===== config.mk =====
export PLATFORM = sky130hd
export DESIGN_NAME = multi_axis_pid_position_loop
export DESIGN_NICKNAME = d
export VERILOG_FILES = /design/src/rtl/mapid_pkg.sv /design/src/rtl/mapid_law.sv /design/src/rtl/multi_axis_pid_position_loop.sv
export SDC_FILE = /design/constraint.sdc
export NUM_CORES = 2
export LEC_CHECK = 0
export ABC_AREA = 1
export BUFFER_PORTS_ARGS = -buffer_cell sky130_fd_sc_hd__clkbuf_2
export CAP_MARGIN = 20
export CORE_UTILIZATION = 50
export DETAILED_ROUTE_END_ITERATION = 12
export PLACE_DENSITY = 0.69
export SYNTH_ARGS = -nofsm -noshare
export SYNTH_HDL_FRONTEND = slang
export SYNTH_SLANG_ARGS = --single-unit

===== constraint.sdc =====
create_clock -name clk_i -period 24.6 [get_ports clk_i]
set_input_delay 1.23 -clock clk_i [delete_from_list [all_inputs] [get_ports clk_i]]
set_output_delay 1.23 -clock clk_i [all_outputs]
set_load 0.05 [all_outputs]

===== src/rtl/mapid_pkg.sv =====
// ----------------------------------------------------------------------------
// mapid_pkg
// Types and register codes shared by the PID position loop modules.
// ----------------------------------------------------------------------------
package mapid_pkg;

  // Register map, word index (byte address / 4)
  typedef enum logic [1:0] {
    REG_PROP_GAIN   = 2'd0,
    REG_INTEG_GAIN  = 2'd1,
    REG_DERIV_GAIN  = 2'd2,
    REG_SETTLE_THR  = 2'd3
  } reg_idx_e;

  typedef struct packed {
    logic signed [15:0] prop_gain;
    logic signed [15:0] integ_gain;
    logic signed [15:0] deriv_gain;
    logic        [15:0] settle_threshold;
  } cfg_t;

  // Per-sample operands handed to the control law
  typedef struct packed {
    logic signed [16:0] err;
    logic signed [31:0] integ_prev;
    logic signed [16:0] last_err;
    logic               has_last;
  } law_in_t;

  typedef struct packed {
    logic signed [31:0] integ_new;
    logic signed [15:0] drive;
    logic               settled;
  } law_out_t;

endpackage


===== src/rtl/mapid_law.sv =====
// ----------------------------------------------------------------------------
// mapid_law
// PID control law for one sample: saturating integral, three products,
// floor shift by 8, 16-bit saturation and settle deadband.
// ----------------------------------------------------------------------------
module mapid_law
  import mapid_pkg::*;
(
  input  cfg_t     cfg_i,
  input  law_in_t  law_i,
  output law_out_t law_o
);

  logic signed [32:0] sum_wide;
  logic signed [31:0] integ_sat;
  logic signed [17:0] delta;
  logic signed [32:0] p_prop;
  logic signed [47:0] p_integ;
  logic signed [33:0] p_deriv;
  logic signed [48:0] acc;
  logic signed [40:0] acc_shr;
  logic signed [15:0] drive_sat;
  logic        [16:0] err_mag;
  logic               settled;

  always_comb begin
    sum_wide = 33'(law_i.integ_prev) + 33'(law_i.err);
    if (sum_wide[32] != sum_wide[31]) begin
      integ_sat = sum_wide[32] ? 32'sh8000_0000 : 32'sh7fff_ffff;
    end else begin
      integ_sat = sum_wide[31:0];
    end

    delta = law_i.has_last ? (18'(law_i.err) - 18'(law_i.last_err)) : 18'sd0;

    p_prop  = 33'(cfg_i.prop_gain)  * 33'(law_i.err);
    p_integ = 48'(cfg_i.integ_gain) * 48'(integ_sat);
    p_deriv = 34'(cfg_i.deriv_gain) * 34'(delta);

    acc     = 49'(p_prop) + 49'(p_integ) + 49'(p_deriv);
    acc_shr = 41'(acc >>> 8);

    if (acc_shr > 41'sd32767) begin
      drive_sat = 16'sh7fff;
    end else if (acc_shr < -41'sd32768) begin
      drive_sat = 16'sh8000;
    end else begin
      drive_sat = acc_shr[15:0];
    end

    err_mag = law_i.err[16] ? 17'(-law_i.err) : 17'(law_i.err);
    settled = err_mag < {1'b0, cfg_i.settle_threshold};

    law_o.integ_new = integ_sat;
    law_o.drive     = settled ? 16'sd0 : drive_sat;
    law_o.settled   = settled;
  end

endmodule


===== src/rtl/multi_axis_pid_position_loop.sv =====
// Each beat is registered in stage B, its result in stage C. Throughput:
// one sample per cycle unless the output stalls, any axis order, same axis
// back to back. The limit is the single compute stage (three products and
// the integral update); per-axis state is read at accept and forwarded from
// the write. Reset (rst_ni low, async): gains and threshold to 0, all axes
// have no history and a zero integral, both pipeline stages empty.
// ----------------------------------------------------------------------------
// multi_axis_pid_position_loop
// Per-axis PID position loop with settle deadband, one drive beat per sample.
// ----------------------------------------------------------------------------
module multi_axis_pid_position_loop
  import mapid_pkg::*;
#(
  parameter int NUM_AXES = 8
) (
  input  logic        clk_i,
  input  logic        rst_ni,

  // Sample stream
  input  logic        s_axis_tvalid,
  output logic        s_axis_tready,
  // [2:0] axis, [18:3] target_angle, [34:19] measured_angle, [39:35] zero
  input  logic [39:0] s_axis_tdata,
  // [0] start_move
  input  logic [0:0]  s_axis_tuser,

  // Drive stream
  output logic        m_axis_tvalid,
  input  logic        m_axis_tready,
  // [2:0] axis_out, [18:3] drive, [23:19] zero
  output logic [23:0] m_axis_tdata,
  // [0] settled
  output logic [0:0]  m_axis_tuser,

  // Configuration port
  input  logic        psel,
  input  logic        penable,
  input  logic        pwrite,
  input  logic [3:0]  paddr,
  input  logic [31:0] pwdata,
  output logic [31:0] prdata,
  output logic        pready
);

  localparam int          AW        = (NUM_AXES > 1) ? $clog2(NUM_AXES) : 1;
  localparam logic [31:0] NumAxesW  = 32'(NUM_AXES);

  // --------------------------------------------------------------------------
  // Configuration registers
  // --------------------------------------------------------------------------
  cfg_t     cfg_q;
  logic     cfg_wr;
  reg_idx_e cfg_idx;

  assign pready  = 1'b1;
  assign cfg_wr  = psel && penable && pwrite && pready;
  assign cfg_idx = reg_idx_e'(paddr[3:2]);

  always_ff @(posedge clk_i or negedge rst_ni) begin
    if (!rst_ni) begin
      cfg_q <= '0;
    end else if (cfg_wr) begin
      unique case (cfg_idx)
        REG_PROP_GAIN:  cfg_q.prop_gain        <= pwdata[15:0];
        REG_INTEG_GAIN: cfg_q.integ_gain       <= pwdata[15:0];
        REG_DERIV_GAIN: cfg_q.deriv_gain       <= pwdata[15:0];
        REG_SETTLE_THR: cfg_q.settle_threshold <= pwdata[15:0];
        default: ;
      endcase
    end
  end

  // Read back zero-extended
  always_comb begin
    unique case (cfg_idx)
      REG_PROP_GAIN:  prdata = {16'b0, cfg_q.prop_gain};
      REG_INTEG_GAIN: prdata = {16'b0, cfg_q.integ_gain};
      REG_DERIV_GAIN: prdata = {16'b0, cfg_q.deriv_gain};
      REG_SETTLE_THR: prdata = {16'b0, cfg_q.settle_threshold};
      default:        prdata = '0;
    endcase
  end

  // --------------------------------------------------------------------------
  // Handshake: input register (stage B) feeds the result register (stage C).
  // Stage B moves whenever C is empty or C's beat is taken this cycle.
  // --------------------------------------------------------------------------
  logic b_vld_q;
  logic m_vld_q;
  logic s_accept;
  logic b_adv;

  assign b_adv         = b_vld_q && (!m_vld_q || m_axis_tready);
  assign s_axis_tready = !b_vld_q || !m_vld_q || m_axis_tready;
  assign s_accept      = s_axis_tvalid && s_axis_tready;

  // Incoming fields
  logic [2:0]    in_axis;
  logic [AW-1:0] in_idx;

  assign in_axis = s_axis_tdata[2:0];
  assign in_idx  = AW'(in_axis);

  // Stage B payload
  logic        [2:0]  b_axis_q;
  logic signed [15:0] b_tgt_q;
  logic signed [15:0] b_meas_q;
  logic               b_start_q;

  always_ff @(posedge clk_i or negedge rst_ni) begin
    if (!rst_ni) begin
      b_vld_q <= 1'b0;
    end else if (s_accept) begin
      b_vld_q <= 1'b1;
    end else if (b_adv) begin
      b_vld_q <= 1'b0;
    end
  end

  always_ff @(posedge clk_i) begin
    if (s_accept) begin
      b_axis_q  <= in_axis;
      b_tgt_q   <= s_axis_tdata[18:3];
      b_meas_q  <= s_axis_tdata[34:19];
      b_start_q <= s_axis_tuser[0];
    end
  end

  // --------------------------------------------------------------------------
  // Per-axis state. Integral and last error live in a small memory read at
  // accept; a history bit per axis (reset clears) says whether the entry
  // holds anything. Without history the integral and last error read as 0.
  // --------------------------------------------------------------------------
  logic signed [31:0] integ_mem [NUM_AXES];
  logic signed [16:0] err_mem   [NUM_AXES];
  logic [NUM_AXES-1:0] hist_q;

  logic signed [31:0] rd_integ_q;
  logic signed [16:0] rd_err_q;
  logic               byp_q;
  logic signed [31:0] byp_integ_q;
  logic signed [16:0] byp_err_q;

  logic [AW-1:0] b_idx;
  logic          b_in_range;
  logic          wr_en;
  law_in_t       law_in;
  law_out_t      law_out;

  assign b_idx      = AW'(b_axis_q);
  assign b_in_range = 32'(b_axis_q) < NumAxesW;
  assign wr_en      = b_adv && b_in_range;

  always_ff @(posedge clk_i) begin
    if (wr_en) begin
      integ_mem[b_idx] <= law_out.integ_new;
      err_mem[b_idx]   <= law_in.err;
    end
  end

  // Registered read; catch the write of the same axis landing on this edge
  always_ff @(posedge clk_i) begin
    if (s_accept) begin
      rd_integ_q  <= integ_mem[in_idx];
      rd_err_q    <= err_mem[in_idx];
      byp_q       <= wr_en && (b_idx == in_idx);
      byp_integ_q <= law_out.integ_new;
      byp_err_q   <= law_in.err;
    end
  end

  always_ff @(posedge clk_i or negedge rst_ni) begin
    if (!rst_ni) begin
      hist_q <= '0;
    end else if (wr_en) begin
      hist_q[b_idx] <= 1'b1;
    end
  end

  // --------------------------------------------------------------------------
  // Stage B operands; a new move drops the history before use
  // --------------------------------------------------------------------------
  logic hist_ok;

  assign hist_ok = b_in_range && hist_q[b_idx] && !b_start_q;

  always_comb begin
    law_in.err        = 17'(b_tgt_q) - 17'(b_meas_q);
    law_in.has_last   = hist_ok;
    law_in.integ_prev = '0;
    law_in.last_err   = '0;
    if (hist_ok) begin
      law_in.integ_prev = byp_q ? byp_integ_q : rd_integ_q;
      law_in.last_err   = byp_q ? byp_err_q   : rd_err_q;
    end
  end

  mapid_law u_law (
    .cfg_i (cfg_q),
    .law_i (law_in),
    .law_o (law_out)
  );

  // --------------------------------------------------------------------------
  // Result register; an axis beyond the configured count reports zero drive
  // --------------------------------------------------------------------------
  logic        [2:0]  m_axis_q;
  logic signed [15:0] m_drive_q;
  logic               m_settled_q;

  always_ff @(posedge clk_i or negedge rst_ni) begin
    if (!rst_ni) begin
      m_vld_q <= 1'b0;
    end else if (b_adv) begin
      m_vld_q <= 1'b1;
    end else if (m_axis_tready) begin
      m_vld_q <= 1'b0;
    end
  end

  always_ff @(posedge clk_i) begin
    if (b_adv) begin
      m_axis_q    <= b_axis_q;
      m_drive_q   <= b_in_range ? law_out.drive : 16'sd0;
      m_settled_q <= b_in_range && law_out.settled;
    end
  end

  assign m_axis_tvalid = m_vld_q;
  assign m_axis_tdata  = {5'b0, m_drive_q, m_axis_q};
  assign m_axis_tuser  = m_settled_q;

endmodule


* Yosys cells after proc, flatten, opt, wreduce, memory -nomap -nowiden *
Memories as Yosys holds them, arrays and structs flattened. A register that Yosys moved wholly into a read port is not among the register bits.
Cells that the tools add are included.

cells by class
  $add $sub $neg = 6
  multipliers = 3
  $lt $le $gt $ge = 5
  equality and inequality tests = 5
  mux-type cells = 20
  bitwise operators = 1
  reduce and logical (&&, ||, !) cells = 21

operators with widths
  cell                                                                               number
  32-bit one-hot mux with 4 select lines                                             1
  32-bit two-way mux                                                                 3
  33-bit by 48-bit adder with 49-bit output                                          1
  49-bit by 34-bit adder with 49-bit output                                          1
  49-bit two-way mux                                                                 1
  16-bit by 32-bit multiplier with 48-bit output                                     1
  41-bit by 16-bit greater-than comparator with 1-bit output, second input constant  1
  41-bit by 16-bit less-than comparator with 1-bit output, second input constant     1
  16-bit by 18-bit multiplier with 34-bit output                                     1
  17-bit two-way mux                                                                 2
  32-bit by 17-bit adder with 33-bit output                                          1
  16-bit by 17-bit multiplier with 33-bit output                                     1
  18-bit two-way mux                                                                 1
  17-bit by 17-bit subtractor with 18-bit output                                     1
  17-bit by 16-bit less-than comparator with 1-bit output                            1
  17-bit negation                                                                    1
  16-bit by 16-bit subtractor with 17-bit output                                     1
  16-bit two-way mux                                                                 1
  15-bit two-way mux                                                                 1
  1-bit two-way mux                                                                  8
  8-bit OR                                                                           1
  2-bit AND reduction                                                                4
  1-bit logical AND                                                                  7
  2-bit == test, second input constant                                               2
  12 further kinds                                                                   17

word-level totals
  flip-flop bits (word level) = 180
  memory bits (writable) = 392
  output and inout port bits = 60
  word-level logic and storage cells = 81
  memories kept = 2

memory list
  memory     words  width  rd ports  clocked after Yosys merged registers in  wr ports  line                                 text
  integ_mem  8      32     1         1                                        1         multi_axis_pid_position_loop.sv:134  logic signed [31:0] integ_mem [NUM_AXES];
  err_mem    8      17     1         1                                        1         multi_axis_pid_position_loop.sv:135  logic signed [16:0] err_mem [NUM_AXES];

* Longest topological paths before layout *
  word-level depth = 13
  mapped depth = 73

* Cells and area by module *
From an unflattened synthesis, not the netlist that was laid out.

second synthesis, totals
  cell total of the unflattened synthesis = 7,647
  area total of the unflattened synthesis = 70,736.6 um^2

modules (own cells, without submodules)
  module                        times used  cells an instance  area each (um^2)  sequential area each (um^2)
  mapid_law                     1           5,546              45,590.0          0.0
  multi_axis_pid_position_loop  1           2,101              25,146.6          18,277.5

* Worst setup path after synthesis *
Ideal clock, no wire load.

  kind = register -> register
  from = register b_meas_q[0]
  to = register m_drive_q[4], data pin
  arrival time = 11,719 ps
  setup slack = 12,615 ps
  cell stages (with the launch flop) = 52
  buffers on the path = 3
  period minus slack after synthesis = 11,985 ps
  cell sequence = edfxtp_1 ha_1 fa_1 o31ai_2 nand2_1 nand2_1 or2_2 nand2_2 clkinv_1 clkbuf_1 ha_1 a21oi_1 o21a_1 nand3_1 a21oi_1 o21bai_1 nand2_1 nand2_1 [16 not listed] inv_1 fa_1 inv_1 ha_1 nand2_1 inv_1 nand3_1 nor3b_2 nand3_1 nand4_1 nand2_1 nor2_1 nand4_1 nor2_1 nand3_1 nand2_1 buf_4 a21oi_1

RTL lines
  what                      line                                 text
  start: declaration        multi_axis_pid_position_loop.sv:107  logic signed [15:0] b_meas_q;
  start signal: assignment  multi_axis_pid_position_loop.sv:124  b_meas_q <= s_axis_tdata[34:19];
  end signal: assignment    multi_axis_pid_position_loop.sv:224  m_drive_q <= b_in_range ? law_out.drive : 16'sd0;
  end: declaration          multi_axis_pid_position_loop.sv:208  logic signed [15:0] m_drive_q;

==> flow_metrics.env <==
export IMPL_overflow=0
export IMPL_fin_nets=9224
export IMPL_fp_dieH_microns=378
export IMPL_rsz0062_at_grt="false"
export IMPL_clock_skew_ns=0.0538
export IMPL_drv_slew=0
export IMPL_cts_buffers_inserted=66
export IMPL_ios=144
export IMPL_yosysWarnings=0
export IMPL_setup_violations=0
export IMPL_cts_root_buf="clkbuf_16"
export IMPL_synth_cell_types=58
export IMPL_end_kind="flop"
export IMPL_fmax_mhz=62.3
export IMPL_syn_area_per_cell_sq_um=9.30
export IMPL_synth_enable_flop_cells=547
export IMPL_syn_to_final_growth_pct=6.29
export IMPL_ant_nets=0
export IMPL_stdcell_area_sq_um=75000
export IMPL_max_stage_delay_ns=0.76
export IMPL_die_w_microns=378
export IMPL_async_reset_ff_share_pct=11.9
export IMPL_hpwl_mm=157
export IMPL_placed_area_sq_um=72900
export IMPL_drt_initial_drc_count=4422
export IMPL_dieArea_sq_um=143000
export IMPL_clock_latency_ns=0.69
export IMPL_cpLargestDelayFamily="adder cells"
export IMPL_vias=51383
export IMPL_post_cts_resized=0
export IMPL_clock_tree_buffer_depth=3
export IMPL_crit_buf_inv=14
export IMPL_hold_class="reg2reg"
export IMPL_cts_tree="built"
export IMPL_path_max_fanout=56
export IMPL_vias_per_cell=5.42
export IMPL_start_util_pct=50.5
export IMPL_grt_antenna_before_repair=12
export IMPL_maxSlewHeadroom_pct=28.8
export IMPL_cp_start_kind="flop"
export IMPL_fill_cells=12449
export IMPL_cts_setup_buffers=0
export IMPL_crit_type="reg2reg"
export IMPL_worstPathRequired_ns=24.99
export IMPL_fin_tns_setup_ns=0
export IMPL_grt_total_usage_pct=29.5
export IMPL_yosysSeqAreaShare_pct=25.9
export IMPL_maxCapViolCount=0
export IMPL_cp_slowest_cell="buf_4"
export IMPL_grt_pass1_vias=53581
export IMPL_min_period_ns=16.06
export IMPL_cts_sinks=621
export IMPL_drive_gt1_share_pct=5.67
export IMPL_synthFlopType="edfxtp_1"
export IMPL_syn_inst=7581
export IMPL_clk_pin_slew_ns=0.06
export IMPL_cts_htree_levels=3
export IMPL_wl_per_cell_microns=21.2
export IMPL_grt_max_degree=136
export IMPL_post_route_period_util_pct=65.3
export IMPL_num_rows=137
export IMPL_outcome="finished, final reports clean"
export IMPL_cp_arrival_ns=16.45
export IMPL_syn_cell_area_sq_um=70500
export IMPL_synth_seq_cells=621
export IMPL_io_buffers=98
export IMPL_final_hold_viol_count=0
export IMPL_core_sq_um=140000
export IMPL_tightest_slew_ns=1.06
export IMPL_drc=0
export IMPL_grt_pass1_wl_mm=316
export IMPL_firstDrtPassIters=6
export IMPL_finalWirelength_mm=201
export IMPL_postCtsHoldBufs=0
export IMPL_gp_congestion=1.02
-- worst paths after layout --
path | start | endpoint | slack [ns] | depth (start not counted)
worst min-delay path | hist_q[7] | hist_q[7] | 0.45 | 2
worst min register to register | hist_q[7] | hist_q[7] | 0.45 | 2
min in group asynchronous | rst_ni | cfg_q[56] | 0.74 | 1
max in group asynchronous | rst_ni | cfg_q[33] | 23.23 | 1
worst max register to register | b_axis_q[0] | m_drive_q[0] | 8.54 | 58
worst max-delay path | b_axis_q[0] | m_drive_q[0] | 8.54 | 58
-- per-layer routing --
layer  part of all wire [%]  GRT usage (%)  vias to the layer above
met5                  0.019              0                        -
met4                    4.1           10.7                        8
met2                     44           44.9                     2297
met1                     41           41.5                    25846
met3                     11           6.66                      418
li1                       -              -                    22814
-- state kept, by name, indices dropped and copies added (netlist names), 16 cells and up --
signal and count:
b_meas_q 16, b_tgt_q 16, byp_err_q 17, byp_integ_q 32, cfg_q 64, err_mem 136, integ_mem 256, m_drive_q 16
rd_err_q 17, rd_integ_q 32
-- worst min-delay path, delay by kind of cell (launching register included) --
family	cells	cell delay (ns)
AOI/OAI and AO/OA	1	0.06
buffers and inverters	1	0.04
DFF	1	0.32
-- cell families (layout without fill, tap and decap cells) --
logic type / count (synthesis) / after routing / share of synthesized area, %
and+or+nand+nor: 2654 / 2654 / 15.4
other: 2 / 26 / 0.0106
muxes: 1 / 1 / 0.0142
buffers and inverters: 1998 / 2005 / 11.1
adders and majority gates: 1580 / 1580 / 41.6
AOI/OAI and AO/OA: 661 / 661 / 5.22
xor gates and xnor gates: 64 / 64 / 0.795
DFF: 621 / 621 / 25.9
-- synth_stat cells, drive strengths merged (50+ instances only) --
library cell / count / area share, %
clkbuf: 216 / 1.1
fa: 1272 / 36
inv: 1684 / 9.0
ha: 308 / 5.5
nand3: 123 / 0.88
edfxtp: 547 / 23
nand2: 1483 / 8.4
o22ai: 50 / 0.44
dfrtp: 74 / 2.6
o21ai: 314 / 2.2
a21oi: 179 / 1.3
buf: 86 / 0.84
nor2: 918 / 5.0
a31oi: 53 / 0.47
-- stage by stage --
stage / hold WS [ns] / worst slack [ns] / instances / utilization [%]
after floorplan: 0.421 / 12.61 / 7601 / -
after global placement: 0.441 / 8.88 / 9367 / 52.2
after detailed placement: 0.445 / 8.70 / 9367 / 52.2
after CTS: 0.459 / 8.63 / 9483 / 53.6
after global routing: 0.466 / 7.68 / 9484 / 53.7
final: 0.455 / 8.54 / 9488 / 53.7
-- final cells by class --
| class | count | area [sq um] | area share, % |
|---|---|---|---|
| multi-input cells | 4982 | 44600 | 59.5 |
| flip-flops and latches | 621 | 18300 | 24.4 |
| inverters | 1696 | 6400 | 8.54 |
| well taps | 1876 | 2350 | 3.13 |
| clock buffers | 79 | 1720 | 2.29 |
| repair buffers | 193 | 1250 | 1.66 |
| clock inverters | 37 | 354 | 0.472 |
| diodes | 4 | 10.0 | 0.0134 |
-- cells in the final DEF (no fill, tap or decap), types with 15 or more instances in the layout --
cell type and instances:
a21oi_1 175, a31oi_1 53, buf_4 95, clkbuf_16 66, clkbuf_2 95, clkinv_1 28, conb_1 22, dfrtp_1 74
edfxtp_1 547, fa_1 1272, ha_1 308, inv_1 1649, inv_2 21, nand2_1 1436, nand2_2 17, nand2_4 17
nand3_1 122, nand4_1 46, nor2_1 886, nor2_2 24, nor3_1 29, o2111ai_1 15, o21ai_0 308, o22ai_1 50
or2_2 19, xnor2_1 16, xor2_1 47
Power is not shown: default switching activity piles up to over one toggle a cycle in this logic, so the estimate is an artifact.
